**src/rtl/core/utf8d_pkg.sv**
```systemverilog
// Package for the UTF-8 stream decoder: widths, register map and the
// record that passes from the byte front end to the result back end.
// No dependencies.
package utf8d_pkg;

    localparam int CP_W = 21;
    localparam int ASCII_W = 7;
    localparam int APB_DATA_W = 32;
    localparam int APB_ADDR_W = 3;

    // Register map, by word index
    localparam logic REG_REPLACEMENT = 1'b0;

    localparam logic [CP_W-1:0] REPLACEMENT_RESET = 21'd65533;

    // Results caused by one byte. The first result is a decoded code point
    // or an error; a second one, when present, is an ASCII byte or an error.
    typedef struct packed {
        logic               two;
        logic               err0;
        logic [CP_W-1:0]    cp0;
        logic               err1;
        logic [ASCII_W-1:0] cp1;
    } utf8d_entry_t;

endpackage

```
**src/rtl/core/utf8d_byte_if.sv**
```systemverilog
// Byte channel of the UTF-8 stream decoder: one raw byte per beat.
// No dependencies.
interface utf8d_byte_if;
    logic       valid;
    logic       ready;
    logic [7:0] data_byte;
    logic       end_of_input;

    modport source (output valid, output data_byte, output end_of_input, input ready);
    modport sink (input valid, input data_byte, input end_of_input, output ready);
endinterface

```
**src/rtl/core/utf8d_code_if.sv**
```systemverilog
// Code point channel of the UTF-8 stream decoder: one result per beat.
// Depends on utf8d_pkg.
interface utf8d_code_if;
    logic                       valid;
    logic                       ready;
    logic [utf8d_pkg::CP_W-1:0] code_point;
    logic                       is_error;
    logic                       last_of_run;

    modport source (output valid, output code_point, output is_error,
                    output last_of_run, input ready);
    modport sink (input valid, input code_point, input is_error,
                  input last_of_run, output ready);
endinterface

```
**src/rtl/core/utf8d_front.sv**
```systemverilog
// Front end of the UTF-8 decoder: accepts bytes, tracks the open sequence
// and writes one record per byte that yields results. Depends on utf8d_pkg.
module utf8d_front (
    input  logic                   clk,
    input  logic                   rst_n,
    input  logic                   in_valid,
    output logic                   in_ready,
    input  logic [7:0]             data_byte,
    input  logic                   end_of_input,
    input  logic                   q_full,
    output logic                   push,
    output utf8d_pkg::utf8d_entry_t push_entry
);
    import utf8d_pkg::*;

    typedef enum logic [1:0] {LEAD_ASCII, LEAD_OPEN, LEAD_BAD} lead_kind_t;

    typedef struct packed {
        lead_kind_t      kind;
        logic [CP_W-1:0] part;
        logic [1:0]      rem;
    } lead_t;

    function automatic lead_t classify(input logic [7:0] b);
        lead_t l;
        l.kind = LEAD_BAD;
        l.part = '0;
        l.rem  = 2'd0;
        unique case (b) inside
            8'b0???????: l.kind = LEAD_ASCII;
            8'b110?????:
            begin
                l.kind = LEAD_OPEN;
                l.part = CP_W'({b[4:0], 6'b0});
                l.rem  = 2'd1;
            end
            8'b1110????:
            begin
                l.kind = LEAD_OPEN;
                l.part = CP_W'({b[3:0], 12'b0});
                l.rem  = 2'd2;
            end
            8'b11110???:
            begin
                l.kind = LEAD_OPEN;
                l.part = {b[2:0], 18'b0};
                l.rem  = 2'd3;
            end
            default: l.kind = LEAD_BAD;
        endcase
        return l;
    endfunction

    logic [CP_W-1:0] part_reg, part_next;
    logic [1:0]      rem_reg, rem_next;
    logic [1:0]      count;
    logic            accept;
    lead_t           lead;
    logic [CP_W-1:0] cont_bits;
    utf8d_entry_t    entry;

    assign in_ready = !q_full;
    assign accept   = in_valid && in_ready;
    assign lead     = classify(data_byte);

    always_comb
    begin
        case (rem_reg)
            2'd3:    cont_bits = CP_W'({data_byte[5:0], 12'b0});
            2'd2:    cont_bits = CP_W'({data_byte[5:0], 6'b0});
            default: cont_bits = CP_W'(data_byte[5:0]);
        endcase
    end

    always_comb
    begin
        part_next  = part_reg;
        rem_next   = rem_reg;
        count      = 2'd0;
        entry.two  = 1'b0;
        entry.err0 = 1'b0;
        entry.cp0  = CP_W'(data_byte[ASCII_W-1:0]);
        entry.err1 = 1'b0;
        entry.cp1  = data_byte[ASCII_W-1:0];

        if (rem_reg == 2'd0)
        begin
            if (lead.kind == LEAD_OPEN)
            begin
                part_next = lead.part;
                rem_next  = lead.rem;
            end
            else
            begin
                entry.err0 = (lead.kind == LEAD_BAD);
                count      = 2'd1;
            end
        end
        else if (data_byte[7:6] == 2'b10)
        begin
            part_next = part_reg | cont_bits;
            rem_next  = rem_reg - 2'd1;
            if (rem_reg == 2'd1)
            begin
                entry.cp0 = part_next;
                count     = 2'd1;
                part_next = '0;
            end
        end
        else
        begin
            // Broken sequence: report it, then take this byte as a lead.
            entry.err0 = 1'b1;
            count      = 2'd1;
            part_next  = '0;
            rem_next   = 2'd0;
            if (lead.kind == LEAD_OPEN)
            begin
                part_next = lead.part;
                rem_next  = lead.rem;
            end
            else
            begin
                entry.err1 = (lead.kind == LEAD_BAD);
                count      = 2'd2;
            end
        end

        // Sequence cut off by the end of the buffer
        if (end_of_input && rem_next != 2'd0)
        begin
            if (count == 2'd0)
                entry.err0 = 1'b1;
            else
                entry.err1 = 1'b1;
            count     = count + 2'd1;
            part_next = '0;
            rem_next  = 2'd0;
        end
        entry.two = (count == 2'd2);
    end

    assign push       = accept && (count != 2'd0);
    assign push_entry = entry;

    always_ff @(posedge clk or negedge rst_n)
    begin
        if (!rst_n)
        begin
            part_reg <= '0;
            rem_reg  <= 2'd0;
        end
        else if (accept)
        begin
            part_reg <= part_next;
            rem_reg  <= rem_next;
        end
    end

    a_eoi_closes: assert property (@(posedge clk) disable iff (!rst_n)
        accept && end_of_input |=> rem_reg == 2'd0)
        else $error("sequence left open after end of input");

    a_two_starts_err: assert property (@(posedge clk) disable iff (!rst_n)
        push && push_entry.two |-> push_entry.err0)
        else $error("two results without a leading error");

    a_closed_part_zero: assert property (@(posedge clk) disable iff (!rst_n)
        rem_reg == 2'd0 |-> part_reg == '0)
        else $error("partial code kept with no sequence open");
endmodule

```
**src/rtl/core/utf8d_queue.sv**
```systemverilog
// Short record queue between the decoder front and back ends.
// Depends on utf8d_pkg.
module utf8d_queue #(
    parameter int DEPTH = 2
) (
    input  logic                    clk,
    input  logic                    rst_n,
    input  logic                    push,
    input  utf8d_pkg::utf8d_entry_t push_entry,
    output logic                    full,
    input  logic                    pop,
    output logic                    head_valid,
    output utf8d_pkg::utf8d_entry_t head_entry
);
    import utf8d_pkg::*;

    localparam int PTR_W = (DEPTH > 1) ? $clog2(DEPTH) : 1;
    localparam int CNT_W = $clog2(DEPTH + 1);

    utf8d_entry_t     mem [DEPTH];
    logic [PTR_W-1:0] wr_ptr_reg, rd_ptr_reg;
    logic [CNT_W-1:0] count_reg, count_next;

    function automatic logic [PTR_W-1:0] bump(input logic [PTR_W-1:0] p);
        return (p == PTR_W'(DEPTH - 1)) ? '0 : p + PTR_W'(1);
    endfunction

    assign full       = (count_reg == CNT_W'(DEPTH));
    assign head_valid = (count_reg != '0);
    assign head_entry = mem[rd_ptr_reg];

    always_comb
    begin
        count_next = count_reg;
        if (push && !pop)
            count_next = count_reg + CNT_W'(1);
        else if (pop && !push)
            count_next = count_reg - CNT_W'(1);
    end

    always_ff @(posedge clk)
    begin
        if (push)
            mem[wr_ptr_reg] <= push_entry;
    end

    always_ff @(posedge clk or negedge rst_n)
    begin
        if (!rst_n)
        begin
            wr_ptr_reg <= '0;
            rd_ptr_reg <= '0;
            count_reg  <= '0;
        end
        else
        begin
            if (push)
                wr_ptr_reg <= bump(wr_ptr_reg);
            if (pop)
                rd_ptr_reg <= bump(rd_ptr_reg);
            count_reg <= count_next;
        end
    end

    a_no_overflow: assert property (@(posedge clk) disable iff (!rst_n)
        push |-> !full || pop)
        else $error("record written into a full queue");

    a_no_underflow: assert property (@(posedge clk) disable iff (!rst_n)
        pop |-> head_valid)
        else $error("record taken from an empty queue");

    a_count_bound: assert property (@(posedge clk) disable iff (!rst_n)
        count_reg <= CNT_W'(DEPTH))
        else $error("queue count beyond depth");
endmodule

```
**src/rtl/core/utf8d_back.sv**
```systemverilog
// Back end of the UTF-8 decoder: expands queued records into result beats
// and holds the output register. Depends on utf8d_pkg.
module utf8d_back (
    input  logic                    clk,
    input  logic                    rst_n,
    input  logic [utf8d_pkg::CP_W-1:0] replacement,
    input  logic                    head_valid,
    input  utf8d_pkg::utf8d_entry_t head_entry,
    output logic                    pop,
    output logic                    out_valid,
    input  logic                    out_ready,
    output logic [utf8d_pkg::CP_W-1:0] code_point,
    output logic                    is_error,
    output logic                    last_of_run
);
    import utf8d_pkg::*;

    logic            valid_reg, valid_next;
    logic            phase_reg, phase_next;
    logic [CP_W-1:0] cp_reg, cp_next;
    logic            err_reg, err_next;
    logic            last_reg, last_next;
    logic            load;

    // The output register takes a new beat when empty or being drained.
    assign load = head_valid && (!valid_reg || out_ready);
    assign pop  = load && (phase_reg || !head_entry.two);

    always_comb
    begin
        phase_next = phase_reg;
        valid_next = valid_reg && !out_ready;
        cp_next    = cp_reg;
        err_next   = err_reg;
        last_next  = last_reg;
        if (load)
        begin
            valid_next = 1'b1;
            phase_next = !phase_reg && head_entry.two;
            if (phase_reg)
            begin
                err_next  = head_entry.err1;
                cp_next   = head_entry.err1 ? replacement : CP_W'(head_entry.cp1);
                last_next = 1'b1;
            end
            else
            begin
                err_next  = head_entry.err0;
                cp_next   = head_entry.err0 ? replacement : head_entry.cp0;
                last_next = !head_entry.two;
            end
        end
    end

    always_ff @(posedge clk or negedge rst_n)
    begin
        if (!rst_n)
        begin
            valid_reg <= 1'b0;
            phase_reg <= 1'b0;
        end
        else
        begin
            valid_reg <= valid_next;
            phase_reg <= phase_next;
        end
    end

    always_ff @(posedge clk)
    begin
        cp_reg   <= cp_next;
        err_reg  <= err_next;
        last_reg <= last_next;
    end

    assign out_valid   = valid_reg;
    assign code_point  = cp_reg;
    assign is_error    = err_reg;
    assign last_of_run = last_reg;

    a_phase_head: assert property (@(posedge clk) disable iff (!rst_n)
        phase_reg |-> head_valid && head_entry.two)
        else $error("second result pending without a two-result record");

    a_phase_after_first: assert property (@(posedge clk) disable iff (!rst_n)
        phase_reg |-> valid_reg && !last_reg)
        else $error("second result pending but first beat not held");

    a_pop_last: assert property (@(posedge clk) disable iff (!rst_n)
        pop |=> valid_reg && last_reg)
        else $error("record retired without a final beat");
endmodule

```
**src/rtl/core/utf8_stream_decoder.sv**
```systemverilog
// UTF-8 stream decoder: byte channel in, code point channel out, with an
// APB-style register for the replacement code point.
// Depends on utf8d_pkg, utf8d_byte_if, utf8d_code_if and the utf8d_* modules.
//
// Usage
// A byte beat on byte_stream carries data_byte and end_of_input. Each byte
// gives zero, one or two code point beats on code_stream; the final beat
// that a byte causes has last_of_run set. Malformed or cut-off sequences give
// the replacement code point with is_error set. The replacement code point
// sits at byte address 0 of the register port and resets to 0xFFFD; the user
// must write it only while no beats are in flight; the block does not enforce
// this. A result record enters the queue at the edge that accepts its byte
// and then the output register that drives code_stream; a stall can hold it
// in the queue in between.
// Throughput: one byte per cycle while the queue is not full; a byte giving
// two results holds the single output stage for both of its beats.
// The front end decodes each accepted byte and, when it yields results,
// writes a record into a short queue; the back end turns records into beats,
// so a stall on code_stream fills the queue first and only then drops
// byte_stream.ready. Reset clears the open sequence, the queue and the output
// register; no clearing pass is needed before the first byte is accepted.
module utf8_stream_decoder #(
    parameter int QUEUE_DEPTH = 2
) (
    input  logic                            clk,
    input  logic                            rst_n,
    utf8d_byte_if.sink                      byte_stream,
    utf8d_code_if.source                    code_stream,
    input  logic                            psel,
    input  logic                            penable,
    input  logic                            pwrite,
    input  logic [utf8d_pkg::APB_ADDR_W-1:0] paddr,
    input  logic [utf8d_pkg::APB_DATA_W-1:0] pwdata,
    output logic [utf8d_pkg::APB_DATA_W-1:0] prdata,
    output logic                            pready
);
    import utf8d_pkg::*;

    logic [CP_W-1:0] replacement_reg;
    logic            cfg_write;
    logic            q_full;
    logic            push;
    logic            pop;
    logic            head_valid;
    utf8d_entry_t    push_entry;
    utf8d_entry_t    head_entry;

    // Register port: the word index is paddr[2]; only index zero exists.
    assign pready    = 1'b1;
    assign cfg_write = psel && penable && pwrite && pready
                       && (paddr[2] == REG_REPLACEMENT);

    always_ff @(posedge clk or negedge rst_n)
    begin
        if (!rst_n)
            replacement_reg <= REPLACEMENT_RESET;
        else if (cfg_write)
            replacement_reg <= pwdata[CP_W-1:0];
    end

    always_comb
    begin
        prdata = '0;
        if (paddr[2] == REG_REPLACEMENT)
            prdata = APB_DATA_W'(replacement_reg);
    end

    utf8d_front u_front (
        .clk          (clk),
        .rst_n        (rst_n),
        .in_valid     (byte_stream.valid),
        .in_ready     (byte_stream.ready),
        .data_byte    (byte_stream.data_byte),
        .end_of_input (byte_stream.end_of_input),
        .q_full       (q_full),
        .push         (push),
        .push_entry   (push_entry)
    );

    utf8d_queue #(
        .DEPTH (QUEUE_DEPTH)
    ) u_queue (
        .clk        (clk),
        .rst_n      (rst_n),
        .push       (push),
        .push_entry (push_entry),
        .full       (q_full),
        .pop        (pop),
        .head_valid (head_valid),
        .head_entry (head_entry)
    );

    utf8d_back u_back (
        .clk         (clk),
        .rst_n       (rst_n),
        .replacement (replacement_reg),
        .head_valid  (head_valid),
        .head_entry  (head_entry),
        .pop         (pop),
        .out_valid   (code_stream.valid),
        .out_ready   (code_stream.ready),
        .code_point  (code_stream.code_point),
        .is_error    (code_stream.is_error),
        .last_of_run (code_stream.last_of_run)
    );
endmodule
```
**src/flat_wrapper.sv**
```systemverilog
// flat-port wrapper written by rule: the top's interface ports become plain ports
module utf8_stream_decoder_flat import utf8d_pkg::*;
#(
    parameter int QUEUE_DEPTH = 2
)
  (clk, rst_n, psel, penable, pwrite, paddr, pwdata, prdata, pready, byte_stream_valid, byte_stream_data_byte, byte_stream_end_of_input, byte_stream_ready, code_stream_valid, code_stream_code_point, code_stream_is_error, code_stream_last_of_run, code_stream_ready);
  utf8d_byte_if byte_stream_i ();
  utf8d_code_if code_stream_i ();
  input  logic clk;
  input  logic rst_n;
  input  logic psel;
  input  logic penable;
  input  logic pwrite;
  input  logic [utf8d_pkg::APB_ADDR_W-1:0] paddr;
  input  logic [utf8d_pkg::APB_DATA_W-1:0] pwdata;
  output logic [utf8d_pkg::APB_DATA_W-1:0] prdata;
  output logic pready;
  input wire logic [$bits(byte_stream_i.valid)-1:0] byte_stream_valid;
  input wire logic [$bits(byte_stream_i.data_byte)-1:0] byte_stream_data_byte;
  input wire logic [$bits(byte_stream_i.end_of_input)-1:0] byte_stream_end_of_input;
  output wire logic [$bits(byte_stream_i.ready)-1:0] byte_stream_ready;
  output wire logic [$bits(code_stream_i.valid)-1:0] code_stream_valid;
  output wire logic [$bits(code_stream_i.code_point)-1:0] code_stream_code_point;
  output wire logic [$bits(code_stream_i.is_error)-1:0] code_stream_is_error;
  output wire logic [$bits(code_stream_i.last_of_run)-1:0] code_stream_last_of_run;
  input wire logic [$bits(code_stream_i.ready)-1:0] code_stream_ready;
  assign byte_stream_i.valid = byte_stream_valid;
  assign byte_stream_i.data_byte = byte_stream_data_byte;
  assign byte_stream_i.end_of_input = byte_stream_end_of_input;
  assign byte_stream_ready = byte_stream_i.ready;
  assign code_stream_valid = code_stream_i.valid;
  assign code_stream_code_point = code_stream_i.code_point;
  assign code_stream_is_error = code_stream_i.is_error;
  assign code_stream_last_of_run = code_stream_i.last_of_run;
  assign code_stream_i.ready = code_stream_ready;
  utf8_stream_decoder #(.QUEUE_DEPTH(QUEUE_DEPTH)) u_core (.clk(clk), .rst_n(rst_n), .byte_stream(byte_stream_i), .code_stream(code_stream_i), .psel(psel), .penable(penable), .pwrite(pwrite), .paddr(paddr), .pwdata(pwdata), .prdata(prdata), .pready(pready));
endmodule
```
**config.mk**
```make
export PLATFORM = sky130hd
export DESIGN_NAME = utf8_stream_decoder_flat
export DESIGN_NICKNAME = d
export VERILOG_FILES = /design/src/rtl/core/utf8d_pkg.sv /design/src/rtl/core/utf8d_byte_if.sv /design/src/rtl/core/utf8d_code_if.sv /design/src/rtl/core/utf8d_front.sv /design/src/rtl/core/utf8d_queue.sv /design/src/rtl/core/utf8d_back.sv /design/src/rtl/core/utf8_stream_decoder.sv /design/src/flat_wrapper.sv
export SDC_FILE = /design/constraint.sdc
export NUM_CORES = 1
export LEC_CHECK = 0
export ABC_AREA = 1
export BUFFER_PORTS_ARGS = -buffer_cell sky130_fd_sc_hd__buf_2
export CAP_MARGIN = 20
export CORE_MARGIN = 2
export CORE_UTILIZATION = 35
export CTS_CLUSTER_SIZE = 28
export DETAILED_ROUTE_END_ITERATION = 12
export PLACE_DENSITY = 0.6
export SLEW_MARGIN = 20
export SYNTH_ARGS = -nofsm -noshare
export SYNTH_HDL_FRONTEND = slang
export SYNTH_SLANG_ARGS = --single-unit
```
**constraint.sdc**
```tcl
create_clock -name clk -period 9.84 [get_ports clk]
set_clock_uncertainty 0.2 [all_clocks]
set_input_delay 1.476 -clock clk [delete_from_list [all_inputs] [get_ports clk]]
set_output_delay 1.476 -clock clk [all_outputs]
set_load 0.05 [all_outputs]
```
==> summary.txt <==
Layout
  • Antenna cells: 0
  • Final cell count without fillers: just over 900
  • Fillers: ~1600
  • Max FFs per register: 62
  • Nets: 749
  • Ratio of cells with drive above 1 in the final layout: 21.7%
  • Design area: 7340 sq um
  • Area grow syn2layout: 19.1%
  • Most flops, register: u_core.u_queue.mem

Logic synthesis
  • Syn avg cell area: 10.1 sq um
  • Sequential area share after synthesis: just over 60%
  • Mapped Cells: ~610
  • Multiplexer area fraction after synthesis: under 10%
  • Seq cells post-synth: 135
  • XOR/XNOR Fraction of Synth Area: 0.426%
  • Simple-Gate Fraction of Synth Area: 16.3%
  • Async S/R FF share, synth: 37.0%
  • Synth unique cells: 37
  • Combinational family with the most area after synthesis: simple AND/OR/NAND/NOR gates
  • Adder-cell share of the synthesized area: ~1.2%
  • Mapped Area: between 6000 and 7000 sq um
  • EDFF count, synth: 85
  • Ys Warns: 0
  • Synth Area in Compound Gates: a little under an eighth
  • Synth Flop Type: edfxtp_1

Global route
  • Vias in the first global route: around 4500
  • Initial antenna violation count: 1
  • Pin count of the biggest net entering global routing: slightly above 50
  • Gr ovfl total: 0
  • First-pass GRT wire length: approximately 23 mm
  • GRT Util Overall: between 15 and 20%

Route
  • Total Routed Length: about 15 mm
  • Wire length per cell: ~16 um
  • DRT Pass-1 Iters: 5
  • Final ANT Viol Nets: 0
  • DR vias/cell: 4.94
  • DR iter-0 viols: between 400 and 500
  • Via Count: between 4000 and 5000
  • Residual DRC: 0

Placed design
  • Placed Cells: about 900
  • Routability Congestion: about 0.86
  • DP HPWL: between 9 and 10 mm
  • Cell Area, Placed: 6740 sq um
  • I/O Buffers: 83

Worst setup path
  • Crit Path Class: in2reg
  • Family with the most delay on the worst path: simple AND/OR/NAND/NOR gates
  • Critical path buffers and inverters: 3
  • Critical path, cell by cell: buf_2 -> nand3_1 -> nor2_1 -> nor2_1 -> nand2_1 -> nand2_1 -> nor2_1 -> inv_1 -> ha_1 -> nand3b_1 -> nand2_1 -> nand2_1 -> nand2_1 -> inv_1 -> ha_1 -> a21oi_1 -> o21ai_0 -> xor2_1
  • CP max stage cell: nor2_1
  • Reg2Reg Capture Point: u_core.u_queue.count_reg[1]
  • Worst path depth: 18
  • Worst path required time: 9930 ps
  • Endpoint arrival time on the critical path: roughly 4200 ps
  • Reg2reg setup slack: about 6000 ps
  • Startpoint Class: input port
  • Reg-to-reg startpoint: u_core.u_front.rem_reg[0]
  • Max FO, Critical Path: 10
  • CP endpoint kind: flip-flop
  • Register-to-Register Path Depth: 18
  • Cell mode on critical path: nand2_1
  • CP max stage delay: 370 ps

Floorplan
  • Die area: 18700 sq um
  • Width of the chip: about 140 um
  • Starting density of the core: a little over a third
  • Ports: 109
  • Die Y: 137 um
  • Row Count: 48
  • Core area: approximately 17000 sq um

STA
  • Final setup violation count: 0
  • RSZ-0062 raised after global routing: no
  • Post-layout min period: between 4000 and 5000 ps
  • Worst-Margin Slew: roughly 1000 ps
  • Peak Freq: between 0.2 and 0.25 GHz
  • Pins over their slew limit: 0
  • Final Hold Slack: about 280 ps
  • Worst relative slew slack: between 30% and 40%
  • Tcrit/Tclk final: 42.0%
  • Setup TNS Final: 0 ps
  • Final Hold Vio Count: 0

Power and ir drop
  • P per Cell Area: about 330 nW/um^2
  • IR drop worst, VDD: about 0.00019 V
  • Tot Pwr: 2.45 mW
  • Leakage power: 3.25 nW

Min path
  • Endpoint, Worst Hold: u_core.u_queue.wr_ptr_reg
  • Worst hold path depth: 2
  • Hold WC Path Type: reg2reg
  • Worst hold start: u_core.u_queue.wr_ptr_reg

CTS
  • Clk pin slew, worst setup/hold paths: about 60 ps
  • CTS buffer count: 17
  • Clock Root Buffer: clkbuf_16
  • Post-CTS Resized: 0
  • CTS max path bufs: 2
  • # H-tree levels: 4
  • Later-pin clock latency in the skew report: around 420 ps
  • Setup Fix Bufs, Post-CTS: 0
  • CTS tree: built
  • CTS Hold Bufs: 0
  • CTS sink cnt: ~140

Run status
  • Run status: finished clean

Job
  • Max-Cap Viols: 0
-- worst min-delay path: stages, from the launching register on --
cell     delay [ps]
dfrtp_1         340
nand2_1          50
nand2_1          50
-- how the worst max path moves through the flow --
stage | startpoint | endpoint | slack [ps]
3_5_place_dp | byte_stream_data_byte[5] | u_core.u_queue.count_reg[1] | 5290
4_1_cts | byte_stream_data_byte[5] | u_core.u_queue.count_reg[1] | 5730
3_3_place_gp | byte_stream_data_byte[5] | u_core.u_queue.count_reg[1] | 5390
5_1_grt | byte_stream_data_byte[3] | u_core.u_queue.count_reg[1] | 5470
2_1_floorplan | byte_stream_data_byte[5] | u_core.u_queue.mem[1][0] | 5050
6_report | byte_stream_data_byte[5] | u_core.u_queue.count_reg[1] | 5710
-- final cells by class --
| type | count | area [sq um] | area share (%) |
|---|---|---|---|
| multi-input combinational | 387 | 1940 | 26.5 |
| clock buffer | 22 | 464 | 6.33 |
| tap | 225 | 282 | 3.84 |
| clock inverter | 10 | 128 | 1.74 |
| sequential | 135 | 3820 | 52.1 |
| timing repair buffer | 90 | 468 | 6.38 |
| inverter | 61 | 229 | 3.12 |
-- logic make-up after synthesis --
group / count (synthesis)
other: 2
and+or+nand+nor: 244
AOI/OAI and AO/OA: 113
xor gates and xnor gates: 3
adders and majority gates: 6
DFF: 135
buffers and inverters: 97
muxes: 9
-- layer usage --
layer	track usage (%)	wire, um	vias up
met2	27.1	7070	149
met4	6.42	242	0
met5	0	0	-
met3	4.04	952	19
li1	-	-	2216
met1	20.6	6260	2207
-- layout by cell type, fill, tap and decap left out, types with 3 or more instances in the layout --
master	instances
clkbuf_1	3
o221ai_1	7
o21ai_2	3
o21ai_0	22
inv_1	57
mux2i_1	9
clkinv_1	3
clkinv_2	3
ha_1	6
buf_4	7
inv_2	3
a21oi_1	45
edfxtp_1	85
o21bai_1	4
conb_1	12
bufinv_16	3
o22ai_1	6
nand2_2	3
buf_2	83
nor4_1	3
nand2_1	85
nand3_1	17
a31oi_1	7
clkbuf_16	17
o32ai_1	14
nor2_2	3
nand4_1	6
or2_2	6
dfstp_2	15
dfrtp_1	35
nor2_1	118
-- per-stage QoR --
step / utilization, % / setup WS, ps
after CTS: 42.6 / 5730
after detailed placement: 39.1 / 5290
final: 42.6 / 5710
after global routing: 42.6 / 5470
after global placement: 39.1 / 5390
after floorplan: - / 5050
-- cells in the mapped netlist (3+ instances only) --
cell      number  area (sq um)
o32ai_1       14           123
nor2_1       119           447
o21bai_1       4          30.0
o22ai_1        6          37.5
nand4_1        6          37.5
or2_2          6          37.5
o21ai_0       22           110
nor4_1         3          18.8
nand2_2        3          18.8
nand3_1       17          85.1
o21ai_2        3          26.3
mux2i_1        9          90.1
edfxtp_1      85          2550
dfrtp_1       35           876
buf_4         13          97.6
buf_6          3          33.8
o221ai_1       7          61.3
clkbuf_1      17          63.8
nand2_1       85           319
ha_1           6          75.1
inv_2          3          11.3
dfstp_2       15           394
a21oi_1       45           225
a31oi_1        7          43.8
inv_1         57           214
buf_1          3          11.3
-- power breakdown --
part | switching [mW] | internal, mW
Combinational | 0.685 | 0.230
Sequential | 0.0543 | 0.840
Clock | 0.227 | 0.408
Total | 0.967 | 1.48
(Power assumes the default switching activity.)
